<file path="src/rtl/dtbc_pkg.sv">
`timescale 1ns / 1ps
// ----------------------------------------------------------------------------
// dtbc_pkg
// Shared types, codes and helpers for the debounced toggle button colour block.
// ----------------------------------------------------------------------------
package dtbc_pkg;

	localparam int STATES_MAX_DEF = 8;
	localparam int MAX_BRIGHT_DEF = 4095;

	localparam int IDX_W    = 4;
	localparam int CNT_W    = 5;
	localparam int MS_W     = 16;
	localparam int TIME_W   = 32;
	localparam int BRIGHT_W = 12;
	localparam int REQ_W    = 16;
	localparam int COLOR_W  = 3 * BRIGHT_W;
	localparam int KIND_W   = 3;
	localparam int REG_W    = 2;

	localparam int IN_TDATA_W  = 96;
	localparam int OUT_TDATA_W = 48;

	// reset values of the configuration registers
	localparam logic [CNT_W-1:0] TOGGLE_COUNT_RST = 5'd2;
	localparam logic [MS_W-1:0]  SWITCH_MS_RST    = 16'd50;
	localparam logic [MS_W-1:0]  STABLE_MS_RST    = 16'd50;

	typedef enum logic [KIND_W-1:0] {
		KIND_SAMPLE = 3'd0,
		KIND_WRITE  = 3'd1,
		KIND_READ   = 3'd2,
		KIND_DIRECT = 3'd3,
		KIND_OFF    = 3'd4
	} kind_t;

	typedef enum logic [REG_W-1:0] {
		REG_TOGGLE_COUNT = 2'd0,
		REG_SWITCH_MS    = 2'd1,
		REG_STABLE_MS    = 2'd2,
		REG_LEDS_ENABLED = 2'd3
	} reg_idx_t;

	typedef struct packed {
		logic [CNT_W-1:0] toggle_count;
		logic [MS_W-1:0]  switch_ms;
		logic [MS_W-1:0]  stable_ms;
		logic             leds_enabled;
	} cfg_t;

	// request from the datapath to the debounce unit
	typedef struct packed {
		logic              sample;
		logic              clear;
		logic              level;
		logic [TIME_W-1:0] now;
	} dbn_req_t;

	// debounce unit status back to the datapath
	typedef struct packed {
		logic             pend_q;
		logic             pend_nx;
		logic [IDX_W-1:0] idx_nx;
	} dbn_stat_t;

	// negative -> 0, above the ceiling -> ceiling
	function automatic logic [BRIGHT_W-1:0] clamp_bright(
		input logic signed [REQ_W-1:0] v,
		input logic [BRIGHT_W-1:0]     ceil_v
	);
		logic [BRIGHT_W-1:0] res;
		if (v < 0) begin
			res = '0;
		end else if (v > $signed({{(REQ_W-BRIGHT_W){1'b0}}, ceil_v})) begin
			res = ceil_v;
		end else begin
			res = v[BRIGHT_W-1:0];
		end
		return res;
	endfunction

endpackage

</file>
<file path="src/rtl/dtbc_ram.sv">
`timescale 1ns / 1ps
// ----------------------------------------------------------------------------
// dtbc_ram
// Generic single write, single read RAM with registered read data.
// ----------------------------------------------------------------------------
module dtbc_ram #(
	parameter int WIDTH = 36,
	parameter int DEPTH = 8
) (
	input  logic                     clk,
	input  logic                     we,
	input  logic [$clog2(DEPTH)-1:0] waddr,
	input  logic [WIDTH-1:0]         wdata,
	input  logic                     re,
	input  logic [$clog2(DEPTH)-1:0] raddr,
	output logic [WIDTH-1:0]         rdata
);

	logic [WIDTH-1:0] mem [DEPTH];

	always_ff @(posedge clk) begin
		if (we) begin
			mem[waddr] <= wdata;
		end
		if (re) begin
			rdata <= mem[raddr];
		end
	end

endmodule

</file>
<file path="src/rtl/dtbc_debounce.sv">
`timescale 1ns / 1ps
// ----------------------------------------------------------------------------
// dtbc_debounce
// Button debounce timers, accepted level, toggle index and pending flag.
// ----------------------------------------------------------------------------
module dtbc_debounce (
	input  logic                clk,
	input  logic                arst_n,
	input  dtbc_pkg::cfg_t      cfg,
	input  dtbc_pkg::dbn_req_t  req,
	output dtbc_pkg::dbn_stat_t stat
);

	logic                             level_q, level_nx;
	logic [dtbc_pkg::TIME_W-1:0]      sw_time_q, sw_time_nx;
	logic [dtbc_pkg::TIME_W-1:0]      match_time_q, match_time_nx;
	logic [dtbc_pkg::IDX_W-1:0]       idx_q, idx_nx, idx_inc;
	logic                             pend_q, pend_nx;
	logic [dtbc_pkg::TIME_W-1:0]      since_sw, since_match;
	logic                             take;

	// wrap-around elapsed times
	assign since_sw    = req.now - sw_time_q;
	assign since_match = req.now - match_time_q;
	assign take = (since_sw > {{(dtbc_pkg::TIME_W-dtbc_pkg::MS_W){1'b0}}, cfg.switch_ms})
		|| (since_match > {{(dtbc_pkg::TIME_W-dtbc_pkg::MS_W){1'b0}}, cfg.stable_ms});
	assign idx_inc = idx_q + 1'b1;

	always_comb begin
		level_nx      = level_q;
		sw_time_nx    = sw_time_q;
		match_time_nx = match_time_q;
		idx_nx        = idx_q;
		pend_nx       = pend_q;
		if (req.sample) begin
			if (req.level == level_q) begin
				match_time_nx = req.now;
			end else if (take) begin
				sw_time_nx = req.now;
				level_nx   = req.level;
				if (req.level) begin
					pend_nx = 1'b1;
					idx_nx  = ({1'b0, idx_inc} >= cfg.toggle_count) ? '0 : idx_inc;
				end
			end
		end
		if (req.clear) begin
			pend_nx = 1'b0;
		end
	end

	always_ff @(posedge clk or negedge arst_n) begin
		if (!arst_n) begin
			level_q      <= 1'b0;
			sw_time_q    <= '0;
			match_time_q <= '0;
			idx_q        <= '0;
			pend_q       <= 1'b0;
		end else begin
			level_q      <= level_nx;
			sw_time_q    <= sw_time_nx;
			match_time_q <= match_time_nx;
			idx_q        <= idx_nx;
			pend_q       <= pend_nx;
		end
	end

	assign stat.pend_q  = pend_q;
	assign stat.pend_nx = pend_nx;
	assign stat.idx_nx  = idx_nx;

endmodule

</file>
<file path="src/rtl/debounced_toggle_button_color.sv">
`timescale 1ns / 1ps
// ----------------------------------------------------------------------------
// debounced_toggle_button_color
// Debounced multi-state toggle button selecting one RGB colour from a table.
// ----------------------------------------------------------------------------
//
// Channel   Dir  Handshake                Content
// s_axis    in   tvalid/tready            request: kind in tuser, sample/colour in tdata
// m_axis    out  tvalid/tready            one result per request
// cfg       in   cfg_valid/cfg_ready      register index and write data
//
// One request per cycle sustained while m_axis takes results; a request taken
// passes the request stage (with the colour table read) and then the output
// register, from which m_axis offers its result. The registered table read sets
// the request stage. Reset clears all control state and the table valid bits at
// once; no clearing pass. A stalled output holds one result in the output register
// and one in the request stage, then s_axis_tready drops until one moves.
//
module debounced_toggle_button_color #(
	parameter int STATES_MAX = dtbc_pkg::STATES_MAX_DEF,
	parameter int MAX_BRIGHT = dtbc_pkg::MAX_BRIGHT_DEF
) (
	input  logic                                clk,
	input  logic                                arst_n,
	// from the lowest bit: pin_level[0], now_ms[32:1], entry[40:33],
	// red_in[56:41], green_in[72:57], blue_in[88:73], zero pad
	input  logic [dtbc_pkg::IN_TDATA_W-1:0]     s_axis_tdata,
	// kind[2:0]
	input  logic [dtbc_pkg::KIND_W-1:0]         s_axis_tuser,
	input  logic                                s_axis_tvalid,
	output logic                                s_axis_tready,
	// from the lowest bit: changed[0], toggle_state[4:1], accepted[5],
	// led_update[6], red_out[18:7], green_out[30:19], blue_out[42:31], zero pad
	output logic [dtbc_pkg::OUT_TDATA_W-1:0]    m_axis_tdata,
	output logic                                m_axis_tvalid,
	input  logic                                m_axis_tready,
	input  logic                                cfg_valid,
	output logic                                cfg_ready,
	input  logic [dtbc_pkg::REG_W-1:0]          cfg_index,
	input  logic [dtbc_pkg::MS_W-1:0]           cfg_data
);

	localparam int AW = $clog2(STATES_MAX);
	localparam logic [dtbc_pkg::BRIGHT_W-1:0] BRIGHT_CEIL = dtbc_pkg::BRIGHT_W'(MAX_BRIGHT);
	localparam logic [7:0] ENTRY_TOP = 8'(STATES_MAX - 1);
	localparam logic [dtbc_pkg::IDX_W-1:0] IDX_TOP = dtbc_pkg::IDX_W'(STATES_MAX - 1);
	localparam logic [dtbc_pkg::CNT_W-1:0] CNT_TOP = dtbc_pkg::CNT_W'(STATES_MAX);

	// ---- configuration registers; always ready; the user must write them only while idle, not enforced here
	dtbc_pkg::cfg_t cfg_q;

	assign cfg_ready = 1'b1;

	always_ff @(posedge clk or negedge arst_n) begin
		if (!arst_n) begin
			cfg_q.toggle_count <= dtbc_pkg::TOGGLE_COUNT_RST;
			cfg_q.switch_ms    <= dtbc_pkg::SWITCH_MS_RST;
			cfg_q.stable_ms    <= dtbc_pkg::STABLE_MS_RST;
			cfg_q.leds_enabled <= 1'b0;
		end else if (cfg_valid) begin
			case (dtbc_pkg::reg_idx_t'(cfg_index))
				dtbc_pkg::REG_TOGGLE_COUNT: begin
					// illegal counts fall back to two states
					if (cfg_data[dtbc_pkg::CNT_W-1:0] >= dtbc_pkg::TOGGLE_COUNT_RST
						&& cfg_data[dtbc_pkg::CNT_W-1:0] <= CNT_TOP) begin
						cfg_q.toggle_count <= cfg_data[dtbc_pkg::CNT_W-1:0];
					end else begin
						cfg_q.toggle_count <= dtbc_pkg::TOGGLE_COUNT_RST;
					end
				end
				dtbc_pkg::REG_SWITCH_MS:    cfg_q.switch_ms    <= cfg_data;
				dtbc_pkg::REG_STABLE_MS:    cfg_q.stable_ms    <= cfg_data;
				dtbc_pkg::REG_LEDS_ENABLED: cfg_q.leds_enabled <= cfg_data[0];
				default: ;
			endcase
		end
	end

	// ---- request unpacking
	logic                                 in_acc;
	logic                                 adv;
	logic                                 pin_level;
	logic [dtbc_pkg::TIME_W-1:0]          now_ms;
	logic [7:0]                           entry;
	logic signed [dtbc_pkg::REQ_W-1:0]    red_in, green_in, blue_in;
	logic [dtbc_pkg::BRIGHT_W-1:0]        red_c, green_c, blue_c;
	dtbc_pkg::kind_t                      kind;

	assign pin_level = s_axis_tdata[0];
	assign now_ms    = s_axis_tdata[32:1];
	assign entry     = s_axis_tdata[40:33];
	assign red_in    = $signed(s_axis_tdata[56:41]);
	assign green_in  = $signed(s_axis_tdata[72:57]);
	assign blue_in   = $signed(s_axis_tdata[88:73]);
	assign kind      = dtbc_pkg::kind_t'(s_axis_tuser);

	assign red_c   = dtbc_pkg::clamp_bright(red_in, BRIGHT_CEIL);
	assign green_c = dtbc_pkg::clamp_bright(green_in, BRIGHT_CEIL);
	assign blue_c  = dtbc_pkg::clamp_bright(blue_in, BRIGHT_CEIL);

	// ---- pipeline control: request stage (s1) then output register
	logic s1_v_q;
	logic out_v_q;

	assign adv           = !out_v_q || m_axis_tready;
	assign s_axis_tready = !s1_v_q || adv;
	assign in_acc        = s_axis_tvalid && s_axis_tready;

	// ---- debounce and toggle state
	dtbc_pkg::dbn_req_t  dbn_req;
	dtbc_pkg::dbn_stat_t dbn_stat;

	assign dbn_req.sample = in_acc && (kind == dtbc_pkg::KIND_SAMPLE);
	assign dbn_req.clear  = in_acc && (kind == dtbc_pkg::KIND_READ);
	assign dbn_req.level  = pin_level;
	assign dbn_req.now    = now_ms;

	dtbc_debounce u_debounce (
		.clk    (clk),
		.arst_n (arst_n),
		.cfg    (cfg_q),
		.req    (dbn_req),
		.stat   (dbn_stat)
	);

	// ---- colour table: RAM plus per-entry valid bits (unwritten reads as 0)
	logic [7:0]                      entry_sat;
	logic [AW-1:0]                   waddr;
	logic [dtbc_pkg::IDX_W-1:0]      idx_sat;
	logic [AW-1:0]                   raddr;
	logic                            tbl_we, tbl_re;
	logic [dtbc_pkg::COLOR_W-1:0]    tbl_rdata;
	logic [STATES_MAX-1:0]           tbl_vld_q;

	assign entry_sat = (entry > ENTRY_TOP) ? ENTRY_TOP : entry;
	assign waddr     = entry_sat[AW-1:0];
	// the index after this request equals the current one for a read
	assign idx_sat   = (dbn_stat.idx_nx > IDX_TOP) ? IDX_TOP : dbn_stat.idx_nx;
	assign raddr     = idx_sat[AW-1:0];
	assign tbl_we    = in_acc && (kind == dtbc_pkg::KIND_WRITE);
	assign tbl_re    = in_acc && (kind == dtbc_pkg::KIND_READ);

	dtbc_ram #(
		.WIDTH (dtbc_pkg::COLOR_W),
		.DEPTH (STATES_MAX)
	) u_table (
		.clk   (clk),
		.we    (tbl_we),
		.waddr (waddr),
		.wdata ({blue_c, green_c, red_c}),
		.re    (tbl_re),
		.raddr (raddr),
		.rdata (tbl_rdata)
	);

	always_ff @(posedge clk or negedge arst_n) begin
		if (!arst_n) begin
			tbl_vld_q <= '0;
		end else if (tbl_we) begin
			tbl_vld_q[waddr] <= 1'b1;
		end
	end

	// ---- request stage: everything but the table colour is settled here
	logic                           changed_s1, accepted_s1, upd_s1;
	logic                           use_tbl_s1, tbl_hit_s1;
	logic [dtbc_pkg::IDX_W-1:0]     toggle_s1;
	logic [dtbc_pkg::BRIGHT_W-1:0]  red_s1, green_s1, blue_s1;
	logic                           changed_d, accepted_d, upd_d, use_tbl_d;
	logic [dtbc_pkg::BRIGHT_W-1:0]  red_d, green_d, blue_d;

	always_ff @(posedge clk or negedge arst_n) begin
		if (!arst_n) begin
			s1_v_q <= 1'b0;
		end else if (in_acc) begin
			s1_v_q <= 1'b1;
		end else if (adv) begin
			s1_v_q <= 1'b0;
		end
	end

	always_comb begin
		changed_d  = 1'b0;
		accepted_d = 1'b0;
		upd_d      = 1'b0;
		use_tbl_d  = 1'b0;
		red_d      = '0;
		green_d    = '0;
		blue_d     = '0;
		case (kind)
			dtbc_pkg::KIND_SAMPLE: changed_d = dbn_stat.pend_nx;
			dtbc_pkg::KIND_WRITE: begin
				accepted_d = ({3'b000, cfg_q.toggle_count} > entry_sat)
					&& cfg_q.leds_enabled;
			end
			dtbc_pkg::KIND_READ: begin
				// colour only once per pending change, and only with LEDs on
				upd_d     = cfg_q.leds_enabled && dbn_stat.pend_q;
				use_tbl_d = cfg_q.leds_enabled && dbn_stat.pend_q;
			end
			dtbc_pkg::KIND_DIRECT: begin
				upd_d   = 1'b1;
				red_d   = red_c;
				green_d = green_c;
				blue_d  = blue_c;
			end
			dtbc_pkg::KIND_OFF: upd_d = 1'b1;
			default: ;
		endcase
	end

	always_ff @(posedge clk) begin
		if (in_acc) begin
			toggle_s1   <= dbn_stat.idx_nx;
			changed_s1  <= changed_d;
			accepted_s1 <= accepted_d;
			upd_s1      <= upd_d;
			use_tbl_s1  <= use_tbl_d;
			tbl_hit_s1  <= tbl_vld_q[raddr];
			red_s1      <= red_d;
			green_s1    <= green_d;
			blue_s1     <= blue_d;
		end
	end

	// ---- output register
	logic [dtbc_pkg::COLOR_W-1:0] color_s1;
	logic [dtbc_pkg::OUT_TDATA_W-1:0] out_q;

	always_comb begin
		if (use_tbl_s1) begin
			color_s1 = tbl_hit_s1 ? tbl_rdata : '0;
		end else begin
			color_s1 = {blue_s1, green_s1, red_s1};
		end
	end

	always_ff @(posedge clk or negedge arst_n) begin
		if (!arst_n) begin
			out_v_q <= 1'b0;
		end else if (adv) begin
			out_v_q <= s1_v_q;
		end
	end

	always_ff @(posedge clk) begin
		if (adv && s1_v_q) begin
			out_q <= {5'b00000, color_s1, upd_s1, accepted_s1, toggle_s1, changed_s1};
		end
	end

	assign m_axis_tvalid = out_v_q;
	assign m_axis_tdata  = out_q;

	// ---- checks
	a_toggle_range: assert property (@(posedge clk) disable iff (!arst_n)
		m_axis_tvalid |-> (m_axis_tdata[4:1] <= IDX_TOP))
		else $error("toggle state beyond table size");

	a_read_clears: assert property (@(posedge clk) disable iff (!arst_n)
		(in_acc && kind == dtbc_pkg::KIND_READ) |=> !dbn_stat.pend_q)
		else $error("pending change not cleared by read");

	a_accept_no_drive: assert property (@(posedge clk) disable iff (!arst_n)
		m_axis_tvalid |-> !(m_axis_tdata[5] && m_axis_tdata[6]))
		else $error("write acceptance together with LED update");

	a_no_overrun: assert property (@(posedge clk) disable iff (!arst_n)
		(s1_v_q && out_v_q && !m_axis_tready) |-> !s_axis_tready)
		else $error("request taken with both stages full and stalled");

endmodule

</file>
<file path="config.mk">
export PLATFORM = sky130hd
export DESIGN_NAME = debounced_toggle_button_color
export DESIGN_NICKNAME = d
export VERILOG_FILES = /design/src/rtl/dtbc_pkg.sv /design/src/rtl/dtbc_ram.sv /design/src/rtl/dtbc_debounce.sv /design/src/rtl/debounced_toggle_button_color.sv
export SDC_FILE = /design/constraint.sdc
export NUM_CORES = 1
export LEC_CHECK = 0
export ABC_AREA = 0
export BUFFER_PORTS_ARGS = -buffer_cell sky130_fd_sc_hd__buf_2
export CORE_ASPECT_RATIO = 1.25
export CORE_MARGIN = 3
export CORE_UTILIZATION = 50
export CTS_CLUSTER_SIZE = 16
export DETAILED_ROUTE_END_ITERATION = 12
export PLACE_DENSITY = 0.64
export SLEW_MARGIN = 20
export SYNTH_ARGS = -nofsm -noshare
export SYNTH_HDL_FRONTEND = slang
export SYNTH_SLANG_ARGS = --single-unit
</file>
<file path="constraint.sdc">
create_clock -name clk -period 9.1 [get_ports clk]
set_input_delay 1.82 -clock clk [delete_from_list [all_inputs] [get_ports clk]]
set_output_delay 1.82 -clock clk [all_outputs]
set_load 0.02 [all_outputs]
</file>
* After elaboration in Yosys (flattened, before gate mapping) *
Memory sizes are Yosys's and may differ from the RTL's. A register that Yosys moved wholly into a read port is not among the register bits.
Cells that the tools add are included.

operators by class
  bitwise operators = 2
  order comparisons = 17
  equality and inequality tests = 8
  reduce and logical (&&, ||, !) cells = 24
  mux-type cells = 30
  add/sub/neg operators = 3

operator list
  cell                                                                                  count
  12-bit two-way mux                                                                    6
  36-bit two-way mux                                                                    2
  32-bit by 16-bit greater-than comparator with 1-bit output                            2
  32-bit subtractor                                                                     2
  16-bit by 13-bit greater-than comparator with 1-bit output (second input constant)    3
  16-bit by 1-bit less-than comparator with 1-bit output (second input constant)        3
  4-bit two-way mux                                                                     5
  1-bit two-way mux                                                                     11
  2-bit AND reduction                                                                   5
  1-bit logical AND                                                                     9
  5-bit by 8-bit greater-than comparator with 1-bit output                              1
  8-bit by 3-bit greater-than comparator with 1-bit output (second input constant)      1
  3-bit by 4-bit less-than comparator with 1-bit output (second input constant)         2
  8-bit two-way mux                                                                     1
  8-bit bitwise OR                                                                      1
  3-bit by 2-bit == test with 1-bit output (second input constant)                      2
  4-bit by 5-bit greater-or-equal comparator with 1-bit output                          1
  5-bit by 2-bit greater-or-equal comparator with 1-bit output (second input constant)  1
  5-bit by 4-bit less-or-equal comparator with 1-bit output (second input constant)     1
  5-bit two-way mux                                                                     1
  4-bit by 1-bit adder with 4-bit output (second input constant)                        1
  2-bit == test (second input constant)                                                 2
  4-bit by 3-bit greater-than comparator with 1-bit output (second input constant)      1
  1-bit binary-select mux with 3-bit select                                             1
  other kinds (16)                                                                      19

storage, ports and cells
  memories = 1
  bits of input ports = 122
  word-level logic and storage cells = 107
  flip-flop bits (word level) = 206
  bits in writable memories = 288
  output and inout port bits = 51

memories
  name         words  bits a word  read ports  clocked after Yosys merged registers in  wr ports  RTL line        RTL
  u_table.mem  8      36           1           1                                        1         dtbc_ram.sv:19  logic [WIDTH-1:0] mem [DEPTH];

* Logic depth before layout (Yosys ltp) *
  depth after elaboration = 11
  mapped depth = 26
  depth with buffers taken out = 24

* Cells and area by module *
Synthesis repeated with hierarchy kept, for this count alone.

second synthesis, totals
  cell total of the unflattened synthesis = 1923
  area total of the unflattened synthesis = 26200.1 um^2

modules (own cells, without submodules)
  module                         area an instance (um^2)  cells each  times used  sequential area each (um^2)
  dtbc_ram                       12223.0                  465         1           9729.3
  dtbc_debounce                  8119.0                   955         1           1751.7
  debounced_toggle_button_color  5858.1                   503         1           3852.4

* Worst setup path after synthesis *
OpenSTA, ideal clock, no wires.

  path kind = input port to flip-flop
  from = input m_axis_tready
  to = memory u_table.mem[6][0] (enable)
  cell stages on the path = 4
  data required time = 8.577 ns
  path buffers = 0
  setup slack = 1.496 ns
  arrival = 7.081 ns
  setup time = 0.523 ns
  cell sequence = nand3b_1 and2_1 nand2_1 nor4_1

on the way
  word-level cells in the longest chain between the ends = 6

ends and longest elaborated chain
  what                                     RTL line                              RTL
  from (decl)                              debounced_toggle_button_color.sv:36   input logic m_axis_tready,
  1-bit logical OR                         debounced_toggle_button_color.sv:105  assign adv = !out_v_q || m_axis_tready;
  1-bit logical OR                         debounced_toggle_button_color.sv:106  assign s_axis_tready = !s1_v_q || adv;
  1-bit logical AND                        debounced_toggle_button_color.sv:107  assign in_acc = s_axis_tvalid && s_axis_tready;
  net in_acc                               debounced_toggle_button_color.sv:80   logic in_acc;
  1-bit logical AND                        debounced_toggle_button_color.sv:140  assign tbl_we = in_acc && (kind == dtbc_pkg::KIND_WRITE);
  1-bit two-way mux                        dtbc_ram.sv:22                        if (we) begin
  1-bit two-way mux (implied by the code)  dtbc_ram.sv:23                        mem[waddr] <= wdata;
  to (decl)                                dtbc_ram.sv:19

The timed path passes the listed nets, and every way through them passes these cells.

* Worst setup path after layout *
  from = input s_axis_tdata[1] (netlist name)
  to = register u_table.rdata[31], read port of u_table.mem, data pin

on the way
  word-level cells in the longest chain between the ends = 8
  elaborated cells between the ends (all ways) = 10
  those cells by class = add/sub: 2; order compare: 3; mux: 4; reduce/logical: 1

ends and longest elaborated chain
  what                                                                                  RTL line                                  RTL
  from (decl)                                                                           debounced_toggle_button_color.sv:27       input logic [dtbc_pkg::IN_TDATA_W-1:0] s_axis_tdata,
  32-bit subtractor, on equally long branches                                           dtbc_debounce.sv:23, dtbc_debounce.sv:24
  32-bit by 16-bit greater-than comparator with 1-bit output, on equally long branches  dtbc_debounce.sv:25, dtbc_debounce.sv:26
  1-bit logical OR (*)                                                                  dtbc_debounce.sv:26                       || (since_match > {{(dtbc_pkg::TIME_W-dtbc_pkg::MS_W){1'b0}}, cfg.stable_ms});
  4-bit two-way mux (*)                                                                 dtbc_debounce.sv:38                       end else if (take) begin
  4-bit two-way mux (*)                                                                 dtbc_debounce.sv:36                       if (req.level == level_q) begin
  4-bit two-way mux (*)                                                                 dtbc_debounce.sv:35                       if (req.sample) begin
  4-bit by 3-bit greater-than comparator with 1-bit output                              debounced_toggle_button_color.sv:138      assign idx_sat = (dbn_stat.idx_nx > IDX_TOP) ? IDX_TOP : dbn_stat.idx_nx;
  3-bit two-way mux (*)                                                                 debounced_toggle_button_color.sv:138
  to (decl)                                                                             dtbc_ram.sv:16                            output logic [WIDTH-1:0] rdata

Mark *: on every way between the ends. The rest lies on a longest branch, timed or not.
A chain may end at the register's enable or synchronous reset.

==> results.json <==
{
  "cp_data_required_time_ns": 9.50,
  "synth_top_family_by_area": "compound AO/OA/AOI/OAI gates",
  "hold_violations": 0,
  "ant_nets": 0,
  "place.gp.congestion": 0.913,
  "timing.rr.end": "u_table.rdata[31]",
  "grt_pass1_wl_um": 97200,
  "start_kind": "input port",
  "synthFlopType": "edfxtp_1",
  "io_buffers": 159,
  "fp.dieArea_sq_mm": 0.0542,
  "maxCapViolations": 0,
  "synth_seq_area_share_pct": 59.7,
  "ios": 173,
  "route.detailed.drc": 0,
  "yosys.area.top_type": "edfxtp_1",
  "grt_pass1_vias": 17500,
  "synth-xor-area-share_pct": 1.40,
  "worstSetupEndpointType": "flip-flop",
  "nets": 2449,
  "worst-path-buf-inv": 3,
  "syn_avg_cell_area_sq_um": 12.4,
  "max_slew_margin_pct": 36.1,
  "drtIter0Drc": 1214,
  "rr_worst_depth": 21,
  "finClkSkew_ns": 0.0175,
  "synth_fa_ha_area_share_pct": 5.22,
  "ys_top_cells_by_area": "edfxtp_1 48%, dfrtp_1 11%, mux2_2 7.4%",
  "outcome": "complete, no violations",
  "cts_resized": 0,
  "gr-total-overflow": 0,
  "cts-buffers-inserted": 50,
  "worstSkewPairLatency_ns": 0.59,
  "cts_tree": "built",
  "arrival_ns": 8.19,
  "gr-usage-all-layers_pct": 22.9,
  "num_rows": 92,
  "start_util_pct": 50.7,
  "synth.area.mux_share_pct": 7.82,
  "synth_top_area_share_pct": 48.1,
  "crit_family": "simple AND/OR/NAND/NOR gates",
  "total_power_mw": 7.91,
  "r2r-start": "u_debounce.match_time_q[1]",
  "clockRootBuffer": "clkbuf_16",
  "cpMaxStageDelayCell": "o21ai_4",
  "utilization_pct": 56.6,
  "fp.coreArea_sq_mm": 0.0506,
  "die_h_um": 259,
  "drt_first_pass_iters": 5,
  "slew_viol_final": 0,
  "design_area_sq_mm": 0.0287,
  "holdPathEnd": "m_axis_tdata[5]",
  "synth_compound_area_share_pct": 12.4,
  "synth_simple_gate_area_share_pct": 9.29,
  "area_delta_synth_final_pct": 11.6,
  "layout-drive-gt1-share_pct": 22.6,
  "rsz0062_at_grt": "no",
  "ys.warnings.count": 0,
  "hold_path_class": "flip-flop to flip-flop",
  "peakVddDrop_v": 0.000191,
  "via_per_inst": 5.82,
  "grt_max_degree": 55,
  "cts_max_level": 2,
  "cts.sink_count": 530,
  "synthCells": 2078,
  "ys_ff_latch": 530,
  "synth_edf_count": 412,
  "p_leak_nw": 11.1,
  "tightestPinTransition_ns": 0.955,
  "synth.distinct_cells": 84,
  "antenna_found_initial": 1,
  "crit_fanout": 37,
  "cts_hold_buffers": 0,
  "power.density_mw_per_mm2": 276,
  "clk_pin_slew_ns": 0.06,
  "hpwl_um": 40800,
  "max_freq_mhz": 128,
  "finalCritPeriodShare_pct": 85.5,
  "cpPeakStageDelay_ns": 0.55,
  "fin_hold_ws_ns": 0.419,
  "wl_per_cell_um": 21.6,
  "hold_start": "accepted_s1",
  "setup_viol": 0,
  "cts_buffer_depth": 3,
  "cp_cell_sequence": "buf_2, inv_1, ha_1, fa_1, nand2b_1, a21oi_1, o21ai_1, nand2_1, a21oi_1, xnor2_1, ha_1, nand4_1, nor4_1, o221ai_1, nor4b_1, and4_1, and4_1, nand4_1, o21ai_4, mux2i_1, or2_2, buf_4, o22ai_1, a211oi_1",
  "dpl_cell_area_sq_mm": 0.0271,
  "setup_tns_ns": 0,
  "r2r_slack_ns": 2.33,
  "vias": 17000,
  "fin_crit_ns": 7.78,
  "wl_um": 63100,
  "synthArstFlopShare_pct": 22.3,
  "netlist_area_sq_mm": 0.0257,
  "critPathKind": "input port to flip-flop",
  "holdPathStages": 0,
  "fp.dieW_um": 209,
  "cts_setup_buffers": 0
}
[cells by family after synthesis]
logic type,after synthesis
compound gates,469
xor+xnor,41
fa+ha+maj,106
buf+inv,253
flops,530
mux,179
other cells,2
simple gates,498
[cell type report]
type                    count  area [sq um]
fillers                  4236         22000
repair buffers            187          1030
diodes                      2          5.00
multi-input cells        1301          9350
inverters                 151           567
flip-flops and latches    530         15300
well taps                 658           823
clock buffers              69          1340
clock inverters            23           214
[worst max path at each step]
stage	to	cells past startpoint	start	slack [ns]
floorplan	u_table.mem[6][0]	4	m_axis_tready	1.50
global placement	u_table.rdata[10]	24	s_axis_tdata[1]	0.83
detailed placement	u_table.rdata[1]	25	s_axis_tdata[1]	0.70
CTS	u_table.rdata[9]	21	s_axis_tdata[5]	1.26
global route	u_table.rdata[31]	22	s_axis_tdata[1]	0.87
finish	u_table.rdata[31]	24	s_axis_tdata[1]	1.32
[worst register-to-register path, cell delays in order (launching register included)]
cell and delay, ns:
dfrtp_1 0.39, inv_1 0.07, ha_1 0.27, nor2b_1 0.20
o211ai_2 0.17, a2111oi_2 0.57, or2_1 0.34, xor2_1 0.17
ha_1 0.33, nand4_1 0.18, nor4_1 0.42, o221ai_1 0.23
nor4b_1 0.43, and4_1 0.25, and4_1 0.18, nand4_1 0.20
o21ai_4 0.55, mux2i_1 0.55, or2_2 0.20, buf_4 0.49
o22ai_1 0.16, a211oi_1 0.24
[flip-flops by register name (all words and copies together) (netlist names), 4 cells and up]
signal                   cells
u_table.mem                288
u_table.rdata               36
u_debounce.sw_time_q        32
toggle_s1                    4
blue_s1                     12
cfg_q                       38
green_s1                    12
m_axis_tdata                43
red_s1                      12
u_debounce.match_time_q     32
tbl_vld_q                    8
u_debounce.idx_q             4
[power by group]
group	internal, mW	switching [mW]	total [mW]
clock	1.10	0.894	1.99
sequential	2.88	0.101	2.98
combinational	1.17	1.77	2.94
total	5.14	2.77	7.91
[through the flow]
| step | setup slack [ns] | instances |
|---|---|---|
| 2_1_floorplan | 1.50 | 2084 |
| 3_3_place_gp | 0.828 | 2827 |
| 3_5_place_dp | 0.696 | 2827 |
| 4_1_cts | 1.26 | 2919 |
| 5_1_grt | 0.867 | 2920 |
| 6_report | 1.32 | 2921 |
[Yosys cell counts, types with 5 or more instances]
| master | number |
|---|---|
| buf_2 | 23 |
| o211ai_1 | 7 |
| dfstp_2 | 7 |
| and2_1 | 12 |
| nor2b_1 | 7 |
| or2_2 | 15 |
| a31oi_1 | 6 |
| buf_6 | 7 |
| o21ai_0 | 94 |
| buf_4 | 13 |
| o21a_1 | 18 |
| nand2b_1 | 15 |
| and4_1 | 10 |
| edfxtp_1 | 412 |
| nor4_1 | 10 |
| clkbuf_1 | 54 |
| nand3b_1 | 8 |
| xor2_1 | 20 |
| nand2_1 | 136 |
| and3_1 | 12 |
| nor2_1 | 144 |
| mux2_2 | 169 |
| mux2i_1 | 8 |
| a21o_1 | 22 |
| o22ai_2 | 29 |
| a21oi_1 | 94 |
| nand4_1 | 29 |
| nand3_1 | 25 |
| a22oi_1 | 6 |
| xnor2_1 | 21 |
| o22ai_1 | 87 |
| a211oi_1 | 44 |
| dfrtp_1 | 111 |
| inv_1 | 151 |
| or3_1 | 11 |
| nor3_1 | 50 |
| o31ai_1 | 5 |
| ha_1 | 104 |
[cell usage in the layout (no fill, tap or decap), drive strengths merged, types with 11 or more instances in the layout]
cell,Yosys,final
and3,12,12
ha,104,104
and2,13,13
nor3,50,50
clkinv,0,17
nand4,29,29
nand2b,15,15
inv,151,153
dfrtp,111,111
nand2,136,136
nor2,144,144
nand3,25,25
edfxtp,412,412
or2,16,16
a211oi,44,44
mux2,171,171
clkbuf,55,69
or3,11,11
a21oi,95,95
o22ai,116,116
xnor2,21,21
buf,47,187
o21ai,99,99
o21a,18,18
xor2,20,20
a21o,22,22
[per-layer routing]
metal / vias up / GRT usage [%] / routed length (um)
met5: - / 0 / 0
li1: 8041 / - / -
met3: 118 / 2.93 / 2990
met4: 0 / 7.89 / 2000
met2: 463 / 43.2 / 33600
met1: 8377 / 26.8 / 24500
Power figures use the tool's default switching activity.
